**src/hw/rtl/itfr_pkg.sv**
```systemverilog
`default_nettype none

package itfr_pkg;

   localparam int unsigned DefBufferDepth = 256;
   localparam logic [15:0] IdleLimitReset = 16'd840;

   typedef enum logic [1:0] {
      OpByte = 2'd0,
      OpTick = 2'd1,
      OpRead = 2'd2
   } op_type;

   typedef enum logic [1:0] {
      RespNone  = 2'd0,
      RespOk    = 2'd1,
      RespError = 2'd2
   } resp_type;

   localparam logic KindFrame = 1'b0;
   localparam logic KindRead  = 1'b1;

   // Byte 0 of each pattern sits in the lowest lane.
   localparam int unsigned OkLen  = 6;
   localparam int unsigned ErrLen = 9;
   localparam logic [8:0][7:0] OkPat =
      {24'h000000, 8'h0A, 8'h0D, "K", "O", 8'h0A, 8'h0D};
   localparam logic [8:0][7:0] ErrPat =
      {8'h0A, 8'h0D, "R", "O", "R", "R", "E", 8'h0A, 8'h0D};

   typedef struct packed {
      logic       push;   // byte lands inside the frame text window
      logic       clear;  // frame closed, restart the search
      logic [7:0] data;
   } match_ctl_type;

   // Longest pattern prefix that ends the matched text after one more byte.
   function automatic logic [3:0] pat_next(input logic [3:0] state,
                                           input logic [7:0] ch,
                                           input logic [8:0][7:0] pat,
                                           input int unsigned plen);
      logic [3:0] best;
      logic       hit;
      best = '0;
      for (int k = 1; k <= 9; k++) begin
         hit = (k <= int'(state) + 1) && (k <= int'(plen)) && (pat[k-1] == ch);
         for (int j = 0; j < 8; j++) begin
            if (hit && (j < k - 1)) begin
               if (pat[j] != pat[int'(state) - k + 1 + j]) begin
                  hit = 1'b0;
               end
            end
         end
         if (hit) begin
            best = 4'(k);
         end
      end
      return best;
   endfunction

endpackage

`default_nettype wire

```
**src/hw/rtl/idle_timeout_frame_receiver_core.sv**
```systemverilog
`default_nettype none

// Idle-timeout frame receiver.
// req channel: one beat per command. tuser selects the command (received byte,
// timer tick, buffer read); tdata carries the byte and the read position.
// Bytes are stored in an on-chip buffer at a running count that saturates at
// the last slot. Each byte restarts the idle timer. Once the running timer
// has seen csr idle_limit ticks, the frame closes and one rsp beat reports
// the frame length and whether "\r\nOK\r\n" or "\r\nERROR\r\n" appeared.
// A read command returns one rsp beat with the stored byte.
// A result passes through the read stage and then the output register.
// Throughput: one request beat per cycle unless both result stages are held;
// the buffer has one write and one registered read port; bytes and ticks produce no rsp beat.
// Stall: a result waits in the output register; a second result waits in the
// read stage; req_tready drops only while both are held.
// Reset: count, timer and matchers clear, idle_limit returns to 840; the
// buffer contents are left as they are and need no clearing pass.
// csr: csr_wen writes idle_limit; the user writes only while idle, unchecked.
module idle_timeout_frame_receiver_core #(
   parameter int unsigned BUFFER_DEPTH = itfr_pkg::DefBufferDepth
) (
   input  wire         clock,
   input  wire         reset,
   input  wire         req_tvalid,
   output logic        req_tready,
   input  wire  [15:0] req_tdata,   // [7:0] rx_data, [15:8] read_index
   input  wire  [1:0]  req_tuser,   // [1:0] opcode
   output logic        rsp_tvalid,
   input  wire         rsp_tready,
   output logic [23:0] rsp_tdata,   // [7:0] frame_length, [9:8] response_code,
                                    // [17:10] read_data, [23:18] zero
   output logic [0:0]  rsp_tuser,   // [0] result_kind
   input  wire         csr_wen,
   input  wire  [15:0] csr_wdata    // idle_limit
);
   import itfr_pkg::*;

   localparam int unsigned AW = $clog2(BUFFER_DEPTH);
   localparam logic [AW-1:0] LastSlot = AW'(BUFFER_DEPTH - 1);

   // Control state
   logic [15:0]   idle_limit_ff, idle_limit_in;
   logic [AW-1:0] count_ff, count_in;
   logic          running_ff, running_in;
   logic [15:0]   idle_ff, idle_in;
   logic          s1_valid_ff, s1_valid_in;
   logic          rsp_valid_ff, rsp_valid_in;

   // Payload held in the read stage and the output register
   logic          s1_kind_ff;
   logic [7:0]    s1_len_ff;
   resp_type      s1_code_ff;
   logic          s1_inrange_ff;
   logic [7:0]    rd_data_ff;
   logic          rsp_kind_ff;
   logic [7:0]    rsp_len_ff;
   resp_type      rsp_code_ff;
   logic [7:0]    rsp_data_ff;

   logic [7:0]    mem [BUFFER_DEPTH];

   op_type        op;
   logic          accept;
   logic          is_byte, is_tick, is_read;
   logic [15:0]   tick_next;
   logic          frame_end;
   logic          has_result;
   logic          s1_move;
   logic          in_range;
   logic [AW-1:0] rd_addr;
   logic          mem_we;
   logic [7:0]    mem_wdata;
   logic [7:0]    len_sat;
   match_ctl_type mctl;
   resp_type      code_now;

   assign op     = op_type'(req_tuser);
   assign accept = req_tvalid && req_tready;

   always_comb begin
      is_byte = 1'b0;
      is_tick = 1'b0;
      is_read = 1'b0;
      unique case (op)
         OpByte:  is_byte = 1'b1;
         OpTick:  is_tick = 1'b1;
         OpRead:  is_read = 1'b1;
         default: ;  // unused code: drop
      endcase
   end

   // Saturating idle tick count and frame-end decision
   assign tick_next  = (idle_ff == 16'hFFFF) ? idle_ff : idle_ff + 16'd1;
   assign frame_end  = accept && is_tick && running_ff && (tick_next >= idle_limit_ff);
   assign has_result = frame_end || (accept && is_read);

   assign in_range = 32'(req_tdata[15:8]) < 32'(BUFFER_DEPTH);
   assign rd_addr  = AW'(32'(req_tdata[15:8]));
   assign len_sat  = (32'(count_ff) > 32'd255) ? 8'hFF : 8'(32'(count_ff));

   // Store bytes at the count; close the frame with a zero at the count
   assign mem_we    = accept && (is_byte || frame_end);
   assign mem_wdata = is_byte ? req_tdata[7:0] : 8'h00;

   // Only slots below the last one can be part of the frame text
   assign mctl.push  = accept && is_byte && (count_ff != LastSlot);
   assign mctl.clear = frame_end;
   assign mctl.data  = req_tdata[7:0];

   itfr_match u_match (
      .clock         (clock),
      .reset         (reset),
      .ctl           (mctl),
      .response_code (code_now)
   );

   // Read stage drains into the output register whenever that is free
   assign s1_move    = s1_valid_ff && (!rsp_valid_ff || rsp_tready);
   assign req_tready = !s1_valid_ff || s1_move;

   always_comb begin
      idle_limit_in = csr_wen ? csr_wdata : idle_limit_ff;
      count_in      = count_ff;
      running_in    = running_ff;
      idle_in       = idle_ff;
      if (accept && is_byte) begin
         if (count_ff != LastSlot) begin
            count_in = count_ff + AW'(1);
         end
         running_in = 1'b1;
         idle_in    = '0;
      end else if (frame_end) begin
         count_in   = '0;
         running_in = 1'b0;
         idle_in    = '0;
      end else if (accept && is_tick && running_ff) begin
         idle_in = tick_next;
      end

      if (has_result) begin
         s1_valid_in = 1'b1;
      end else if (s1_move) begin
         s1_valid_in = 1'b0;
      end else begin
         s1_valid_in = s1_valid_ff;
      end

      if (s1_move) begin
         rsp_valid_in = 1'b1;
      end else if (rsp_tready) begin
         rsp_valid_in = 1'b0;
      end else begin
         rsp_valid_in = rsp_valid_ff;
      end
   end

   always_ff @(posedge clock) begin
      if (reset) begin
         idle_limit_ff <= IdleLimitReset;
         count_ff      <= '0;
         running_ff    <= 1'b0;
         idle_ff       <= '0;
         s1_valid_ff   <= 1'b0;
         rsp_valid_ff  <= 1'b0;
      end else begin
         idle_limit_ff <= idle_limit_in;
         count_ff      <= count_in;
         running_ff    <= running_in;
         idle_ff       <= idle_in;
         s1_valid_ff   <= s1_valid_in;
         rsp_valid_ff  <= rsp_valid_in;
      end
   end

   // Frame buffer: one write port, one registered read port
   always_ff @(posedge clock) begin
      if (mem_we) begin
         mem[count_ff] <= mem_wdata;
      end
      if (accept && is_read && in_range) begin
         rd_data_ff <= mem[rd_addr];
      end
   end

   // Capture result fields alongside the buffer read
   always_ff @(posedge clock) begin
      if (has_result) begin
         s1_kind_ff    <= is_read ? KindRead : KindFrame;
         s1_len_ff     <= is_read ? 8'h00 : len_sat;
         s1_code_ff    <= is_read ? RespNone : code_now;
         s1_inrange_ff <= in_range;
      end
      if (s1_move) begin
         rsp_kind_ff <= s1_kind_ff;
         rsp_len_ff  <= s1_len_ff;
         rsp_code_ff <= s1_code_ff;
         rsp_data_ff <= (s1_kind_ff == KindRead && s1_inrange_ff) ? rd_data_ff : 8'h00;
      end
   end

   assign rsp_tvalid = rsp_valid_ff;
   assign rsp_tdata  = {6'b000000, rsp_data_ff, rsp_code_ff, rsp_len_ff};
   assign rsp_tuser  = rsp_kind_ff;

   a_count_bound: assert property (@(posedge clock) disable iff (reset)
      count_ff <= LastSlot)
      else $error("byte count passed the last buffer slot");

   a_frame_end_clears: assert property (@(posedge clock) disable iff (reset)
      frame_end |=> (count_ff == '0) && !running_ff)
      else $error("frame end did not clear count and timer");

   a_stopped_timer_idle: assert property (@(posedge clock) disable iff (reset)
      !running_ff |-> (idle_ff == '0))
      else $error("idle ticks nonzero while timer stopped");

   a_full_blocks_req: assert property (@(posedge clock) disable iff (reset)
      (s1_valid_ff && rsp_valid_ff && !rsp_tready) |-> !req_tready)
      else $error("request taken while both result stages are held");

endmodule

`default_nettype wire

```
**src/hw/rtl/itfr_match.sv**
```systemverilog
`default_nettype none

module itfr_match (
   input  wire                     clock,
   input  wire                     reset,
   input  itfr_pkg::match_ctl_type ctl,
   output itfr_pkg::resp_type      response_code
);
   import itfr_pkg::*;

   logic [2:0] ok_prog_ff,  ok_prog_in;
   logic [3:0] err_prog_ff, err_prog_in;
   logic       ok_found_ff, ok_found_in;
   logic       err_found_ff, err_found_in;
   logic       zero_seen_ff, zero_seen_in;
   logic [3:0] ok_step;
   logic [3:0] err_step;

   assign ok_step  = pat_next({1'b0, ok_prog_ff}, ctl.data, OkPat, OkLen);
   assign err_step = pat_next(err_prog_ff, ctl.data, ErrPat, ErrLen);

   always_comb begin
      ok_prog_in   = ok_prog_ff;
      err_prog_in  = err_prog_ff;
      ok_found_in  = ok_found_ff;
      err_found_in = err_found_ff;
      zero_seen_in = zero_seen_ff;
      if (ctl.clear) begin
         ok_prog_in   = '0;
         err_prog_in  = '0;
         ok_found_in  = 1'b0;
         err_found_in = 1'b0;
         zero_seen_in = 1'b0;
      end else if (ctl.push && !zero_seen_ff) begin
         // a zero byte terminates the text: freeze the search
         if (ctl.data == 8'h00) begin
            zero_seen_in = 1'b0 | 1'b1;
         end else begin
            if (ok_step == 4'(OkLen)) begin
               ok_found_in = 1'b1;
               ok_prog_in  = '0;
            end else begin
               ok_prog_in = ok_step[2:0];
            end
            if (err_step == 4'(ErrLen)) begin
               err_found_in = 1'b1;
               err_prog_in  = '0;
            end else begin
               err_prog_in = err_step;
            end
         end
      end
   end

   always_ff @(posedge clock) begin
      if (reset) begin
         ok_prog_ff   <= '0;
         err_prog_ff  <= '0;
         ok_found_ff  <= 1'b0;
         err_found_ff <= 1'b0;
         zero_seen_ff <= 1'b0;
      end else begin
         ok_prog_ff   <= ok_prog_in;
         err_prog_ff  <= err_prog_in;
         ok_found_ff  <= ok_found_in;
         err_found_ff <= err_found_in;
         zero_seen_ff <= zero_seen_in;
      end
   end

   always_comb begin
      if (ok_found_ff) begin
         response_code = RespOk;
      end else if (err_found_ff) begin
         response_code = RespError;
      end else begin
         response_code = RespNone;
      end
   end

endmodule

`default_nettype wire

```
**config.mk**
```make
export PLATFORM = sky130hd
export DESIGN_NAME = idle_timeout_frame_receiver_core
export DESIGN_NICKNAME = d
export VERILOG_FILES = /design/src/hw/rtl/itfr_pkg.sv /design/src/hw/rtl/idle_timeout_frame_receiver_core.sv /design/src/hw/rtl/itfr_match.sv
export SDC_FILE = /design/constraint.sdc
export NUM_CORES = 2
export LEC_CHECK = 0
export BUFFER_PORTS_ARGS = -buffer_cell sky130_fd_sc_hd__buf_4
export CAP_MARGIN = 40
export CORE_ASPECT_RATIO = 1.75
export CORE_UTILIZATION = 44
export DETAILED_ROUTE_END_ITERATION = 10
export GPL_ROUTABILITY_DRIVEN = 0
export GPL_TIMING_DRIVEN = 0
export PLACE_DENSITY_LB_ADDON = 0.2
export SLEW_MARGIN = 10
export SYNTH_ARGS = -nofsm -noshare
export SYNTH_HDL_FRONTEND = slang
export SYNTH_SLANG_ARGS = --single-unit
```
**constraint.sdc**
```tcl
create_clock -name clock -period 4.3 [get_ports clock]
set_clock_uncertainty 0.1 [all_clocks]
set_input_delay 0 -clock clock [delete_from_list [all_inputs] [get_ports clock]]
set_output_delay 0 -clock clock [all_outputs]
set_load 0.05 [all_outputs]
```
; ---- After elaboration in Yosys (flattened, before gate mapping)
; Memory sizes are Yosys's and may differ from the RTL's. A register that Yosys moved wholly into a read port is not among the register bits.
; Index checks and enable logic that the tools add are counted.
; W data, S select, Z words.
[totals]
wordCells = 556
rom_bits = 6528
regBits = 83
input_bits = 39
memories = 52
mem_bits_rw = 2048
output_inout_bits = 27
[classes]
n_reduce_logical = 45
n_lt_le_gt_ge = 67
addsub = 68
bitwise = 1
eq_ne = 64
n_mux = 240
[memory_table]
columns = memory, depth, width, read_ports, rd_ports_with_merged_regs, write_ports, line_no
row1 = mem, 256, 8, 1, 1, 1, idle_timeout_frame_receiver_core.sv:60  ; logic [7:0] mem [BUFFER_DEPTH];
row2 = (name not given), 16, 8, 1, 0, 0, itfr_pkg.sv:49  ; if (pat[j] != pat[int'(state) - k + 1 + j]) begin
row3 = (name not given), 16, 8, 1, 0, 0, itfr_pkg.sv:49
row4 = (name not given), 16, 8, 1, 0, 0, itfr_pkg.sv:49
row5 = (name not given), 16, 8, 1, 0, 0, itfr_pkg.sv:49
row6 = (name not given), 16, 8, 1, 0, 0, itfr_pkg.sv:49
row7 = +46 memories, n/a, n/a, n/a, n/a, n/a, n/a
[ops]
columns = operator, count
row1 = $lt A32 B6 Y1 const B, 51
row2 = $mux W8, 106
row3 = $add A32 B2 Y32 const B, 24
row4 = $add A32 B3 Y32 const B, 16
row5 = $add A32 B4 Y32 const B, 11
row6 = $le A4 B32 Y1 const A, 7
row7 = $ne A4 B8 Y1 const A, 26
row8 = $ne A7 B8 Y1 const A, 25
row9 = $le A3 B32 Y1 const A, 4
row10 = $mux W1, 117
row11 = $le A5 B32 Y1 const A, 2
row12 = $mux W4, 14
row13 = $eq A7 B8 Y1 const A, 4
row14 = $le A2 B32 Y1 const A, 1
row15 = $logic_and A1 B1 Y1, 25
row16 = $sub A4 B3 Y5 const B, 4
row17 = $add A16 B1 Y16 const B, 1
row18 = $eq A16 B16 Y1 const B, 1
row19 = $eq A4 B8 Y1 const A, 2
row20 = $ge A16 B16 Y1, 1
row21 = $mux W16, 1
row22 = $sub A3 B3 Y4 const B, 3
row23 = $sub A4 B2 Y5 const B, 2
row24 = $sub A4 B4 Y5 const B, 2
row25 = 23 further kinds, 35

; ---- Longest topological paths before layout
[depth]
word_depth = 18
ltp_mapped = 17
mapped_depth_nobuf = 15

; ---- By module
; A second synthesis with hierarchy kept.
[unflattened]
hier_cells = 4383
hier_area_um2 = 85728.5
[by_module_without_submodules]
columns = mod, seq_area_each_um2, cells_each, area_per_inst_um2, n_inst
row1 = idle_timeout_frame_receiver_core, 63500.9, 3973, 82608.0, 1
row2 = itfr_match, 200.2, 410, 3120.5, 1

; ---- Worst setup path after synthesis
; No wires, ideal clock.
[synth_path]
path_type = in2reg
startpoint = input port req_tuser[1]
endpoint = memory mem[0][0], data pin
stages = 2
slack_ns = -0.221
required_ns = 3.333
t_arrival_ns = 3.554
n_path_buf = 0
setup_ns = 0.867
cell_sequence = nor2_1 > and2_1
[synth_between]
elab_chain_len = 3
[synth_lines]
columns = element, line_no
row1 = from (decl), idle_timeout_frame_receiver_core.sv:27  ; input wire [1:0] req_tuser,
row2 = $logic_not A2 Y1, idle_timeout_frame_receiver_core.sv:84  ; unique case (op)
row3 = $mux W1, idle_timeout_frame_receiver_core.sv:84
row4 = $mux W8, idle_timeout_frame_receiver_core.sv:103  ; assign mem_wdata = is_byte ? req_tdata[7:0] : 8'h00;
row5 = via mem_wdata[0], idle_timeout_frame_receiver_core.sv:72  ; logic [7:0] mem_wdata;
row6 = to (decl), idle_timeout_frame_receiver_core.sv:60
; The timed path passes the listed nets, and every way through them passes these cells.

; ---- Worst setup path after layout
[layout_path]
startpoint = register idle_ff[0]
endpoint = memory mem[27][5] (enable)
[layout_between]
elab_chain_len = 8
elab_cells_between_ends = 9
classes_between = add/sub (1) / order compare (1) / eq/ne (1) / mux (3) / reduce/logical (3)
[layout_lines]
columns = element, line_no
row1 = from (decl), idle_timeout_frame_receiver_core.sv:45  ; logic [15:0] idle_ff, idle_in;
row2 = from (signal assigned), idle_timeout_frame_receiver_core.sv:169  ; idle_ff <= idle_in;
row3 = $add A16 B1 Y16 or $eq A16 B16 Y1 (tied branches), idle_timeout_frame_receiver_core.sv:93  ; assign tick_next = (idle_ff == 16'hFFFF) ? idle_ff : idle_ff + 16'd1;
row4 = $mux W16 (*), idle_timeout_frame_receiver_core.sv:93
row5 = $ge A16 B16 Y1 (*), idle_timeout_frame_receiver_core.sv:94  ; assign frame_end = accept && is_tick && running_ff && (tick_next >= idle_limit_ff);
row6 = $logic_and A1 B1 Y1 (*), idle_timeout_frame_receiver_core.sv:94
row7 = $logic_or A1 B1 Y1 (*), idle_timeout_frame_receiver_core.sv:102  ; assign mem_we = accept && (is_byte || frame_end);
row8 = $logic_and A1 B1 Y1 (*), idle_timeout_frame_receiver_core.sv:102
row9 = $mux W1 (*), idle_timeout_frame_receiver_core.sv:177  ; if (mem_we) begin
row10 = $mux W1 (not written as such) (*), idle_timeout_frame_receiver_core.sv:178  ; mem[count_ff] <= mem_wdata;
; Mark *: on every way between the ends. The rest lies on a longest branch, timed or not.

==> reports/results.ini <==
[sta]
number_of_hold_violations_in_the_final_report=0
grt_setup_unrepaired=yes
hold-worst-slack_ns=0.05539
maxSlewViolCount=0
period_needed_ns=4.589
worst_slack_ns=-0.2889
tns_ns=-213.37
final-setup-viol-count=1586
fin_crit_share=1.067
clock.fmax_ghz=0.2179
timing_worst_slew_pin_value_ns=1.039
max_slew_margin=0.3013

[run_status]
status=complete, but fails checks
violated_checks=negative setup slack

[clock_network]
cts_num_sinks=2139
cts_inserted_buffers=192
worstSkewPairLatency_ns=0.87
ctsHtreeMaxLevel=4
cts_tree=built
maximum_number_of_buffers_from_clock_root_to_sink=4
clockRootBuffer=clkbuf_16
clock_pin_slew_reported_for_the_worst_setup_and_hold_paths_after_clock_tree_synthesis_ns=0.07

[global_routing]
antenna_violations_before_repair=11
grt.met3_usage=0.04945
grt_pass1_vias=48070
grt.busiest_layer=met2
global_route.overflow_total=0
grt_max_degree=89
grtUsageMet2=0.5117
grt_pass1_wl_mm=391.1
global_route.usage.met1=0.3051
grt_use_total=0.2973

[worst_setup_path]
crit_path_kind=register to register
end_kind=register
r2r.worst_path.cells=20
crit_path_cell_trace=ha_4, and3_4, and4_4, nand4_1, buf_6, buf_6, xnor2_4, ha_1, nand2b_4, a211oi_4, nor4_4, buf_4, o41ai_4, a21oi_4, buf_6, clkbuf_16, o211ai_4, buf_12, nor2_2, buf_6
crit-reg2reg-capture=mem[27][5]
timing.critical_path.from_type=register
crit_arrival_ns=5.11
cp_data_required_time_ns=4.82
worst-r2r-setup-slack_ns=-0.29
cp_max_fo=10
highest_delay_cell_along_the_critical_path=o211ai_4
cpMostUsedCell=buf_6
max_stage_delay_ns=0.46
timing.rr.start=idle_ff[0]

[drt]
firstDrtPassIters=5
via_count=47260
route.final.wire_length_mm=292.2
detail_route.drc_violations=0
detail_route.vias_per_cell=6.122
detailedRoute.firstIterationViolations=5316
routedWlPerCell_um=37.86
drt.antenna.violating_nets=0

[yosys]
yosys.area_share.adder=0.01291
synthDominantAreaCellType=edfxtp_1
postSynthRegisterBits=2139
share_of_synthesized_area_occupied_by_flip_flops_and_latches=0.7450
synth_area_um2=85500
synth.yosys.warnings=0
synthesis.instances=4418
synthDistinctLibCells=69
asyncSetResetFlopFracSynth=0
synth_top_area_frac=0.7326
synth_xor_xnor_area_share=0.004990
largest_family_of_logic_cells_by_synthesized_area=multiplexers
synth_area_leaders=edfxtp_1, mux4_2, mux2i_1
synth_edf_count=2086
share_of_the_synthesized_area_in_compound_gates_ao_oa_aoi_oai=0.03458
synthSimpleGateAreaFrac=0.03954
syn_area_per_cell_um2=19.35
post_synth_mux_area_share=0.1452
synth-main-ff-cell=edfxtp_1

[pwr]
power.density_nw_per_um2=414.6
p_leak_nw=28.70
vdd.ir_drop.worst_mv=0.3222

[cells_and_area]
layout.core_utilization=0.5252
layout.nets=5113
area_growth_syn_to_layout_pct=18.37
fin_area_um2=101200
drive_above_1_share=0.2848

[floorplanning]
fp.dieW_um=335.2
floorplan.die_area_um2=196200
die-height_um=585.2
placementRows=213
floorplan.core_area_um2=192700
floorplan.io_pins=66
start_util=0.4437

[flow_run]
maxCapViolCount=0

[hold_path]
timing.hold.worst_path_depth=3
min_delay_worst_endpoint=idle_limit_ff[8]
min_delay_startpoint=csr_wen
holdCritPathClass=input port to register

[place]
place.port_buffers=53
place_worst_setup_slack_ns=-2.518
half_perimeter_wire_length_after_detailed_placement_mm=207.3
place_area_um2=91170

[area by class of cell]
type                            instances  area, um^2
Fill cell                           15080       91480
Sequential cell                      2139       63720
Multi-Input combinational cell       1968       21940
Clock buffer                          232        5069
Timing Repair Buffer                  375        4507
Tap cell                             2580        3228
Buffer                                259        1607
Clock inverter                        105       908.4
Inverter                               55       210.2
Antenna cell                            6       15.01
[what timing repair did]
action,in CTS,in global routing
setup buffers,38,49
hold endpoints to repair,900,0
hold buffers,85,0
gates cloned,3,4
resized for setup,404,128
setup endpoints to repair,2095,2052
pin swaps,36,39
[routing by layer]
layer | vias up | part of all wire
met5 | - | 0.00016
met4 | 6 | 0.12
met3 | 842 | 0.071
met2 | 2496 | 0.51
met1 | 24770 | 0.31
li1 | 19150 | -
[power breakdown]
part	leakage [nW]	internal [mW]	switching, mW
clock	2.91	9.19	7.69
sequential	16.0	22.8	0.0143
combinational	9.77	0.705	1.59
[placed cells by master (no fill, tap or decap), types with 48 or more instances in the layout]
cell	netlist	layout
nor2_1	356	139
ha_1	77	73
buf_6	6	62
edfxtp_1	2086	2086
inv_1	54	53
nor2_4	0	137
nor2_2	0	80
o22ai_1	48	48
a21oi_1	70	66
nand3_1	71	69
mux2i_1	221	221
dlygate4sd3_1	0	85
clkbuf_1	103	122
a22oi_1	106	106
clkbuf_16	0	205
buf_2	92	90
nand2_1	91	89
buf_4	45	185
mux4_2	449	449
[logic make-up after synthesis]
logic type / Yosys count
DFF: 2139
and+or+nand+nor: 729
muxes: 678
AOI/OAI and AO/OA: 424
buffers and inverters: 316
adders and majority gates: 84
xor gates and xnor gates: 47
other: 1
[critical path: cells and delay by family, from the launching register on]
family          cells  cell delay, ns
flops               1            0.36
simple gates        6            0.88
buf+inv             7            1.28
xor+xnor            1            0.12
compound gates      4            1.15
fa+ha+maj           2            0.43
[worst max path at each step]
stage | startpoint | to | depth (start not counted)
2_1_floorplan | idle_ff[4] | mem[111][0] | 16
3_3_place_gp | idle_ff[4] | mem[220][6] | 15
3_5_place_dp | idle_ff[4] | mem[247][3] | 19
4_1_cts | u_match.err_prog_ff[1] | u_match.err_prog_ff[0] | 13
5_1_grt | idle_ff[0] | mem[201][4] | 23
6_report | idle_ff[0] | mem[27][5] | 20
[sequential cells by signal, summed over array words and instances, names as in the netlist]
signal,cells
rd_data_ff,8
mem,2048
s1_kind_ff,1
u_match.ok_found_ff,1
rsp_tuser,1
rsp_len_ff,8
running_ff,1
s1_code_ff,2
idle_ff,16
s1_valid_ff,1
u_match.ok_prog_ff,3
s1_len_ff,8
idle_limit_ff,16
rsp_code_ff,2
count_ff,8
rsp_data_ff,8
u_match.err_found_ff,1
u_match.zero_seen_ff,1
u_match.err_prog_ff,4
rsp_tvalid,1
[Yosys cell counts (8+ instances only)]
master and number:
inv_1 54, o211ai_2 8, nor2b_1 24, nand4_1 32
a221oi_1 27, nor4_1 9, mux2i_1 221, o21ai_0 47
mux2_2 8, edfxtp_1 2086, xor2_1 24, buf_4 45
a31oi_1 11, nor2_1 356, mux4_2 449, buf_1 15
or3_1 11, clkbuf_1 103, a21oi_1 70, and3_1 12
nand3_1 71, a22o_1 21, xnor2_1 22, o22ai_1 48
buf_2 92, and2_1 31, a211oi_1 28, o211ai_1 12
nand2b_1 11, nor3_1 41, ha_1 77, nand2_1 91
a22oi_1 106, dfxtp_1 53
[per-stage QoR]
step                      instances  total power [mW]
after global routing           7715             42.75
final                          7719             41.96
after global placement         7056             25.35
after floorplan                4423             24.32
after CTS                      7649             42.03
after detailed placement       7189             25.42
Power figures use the tool's default switching activity.
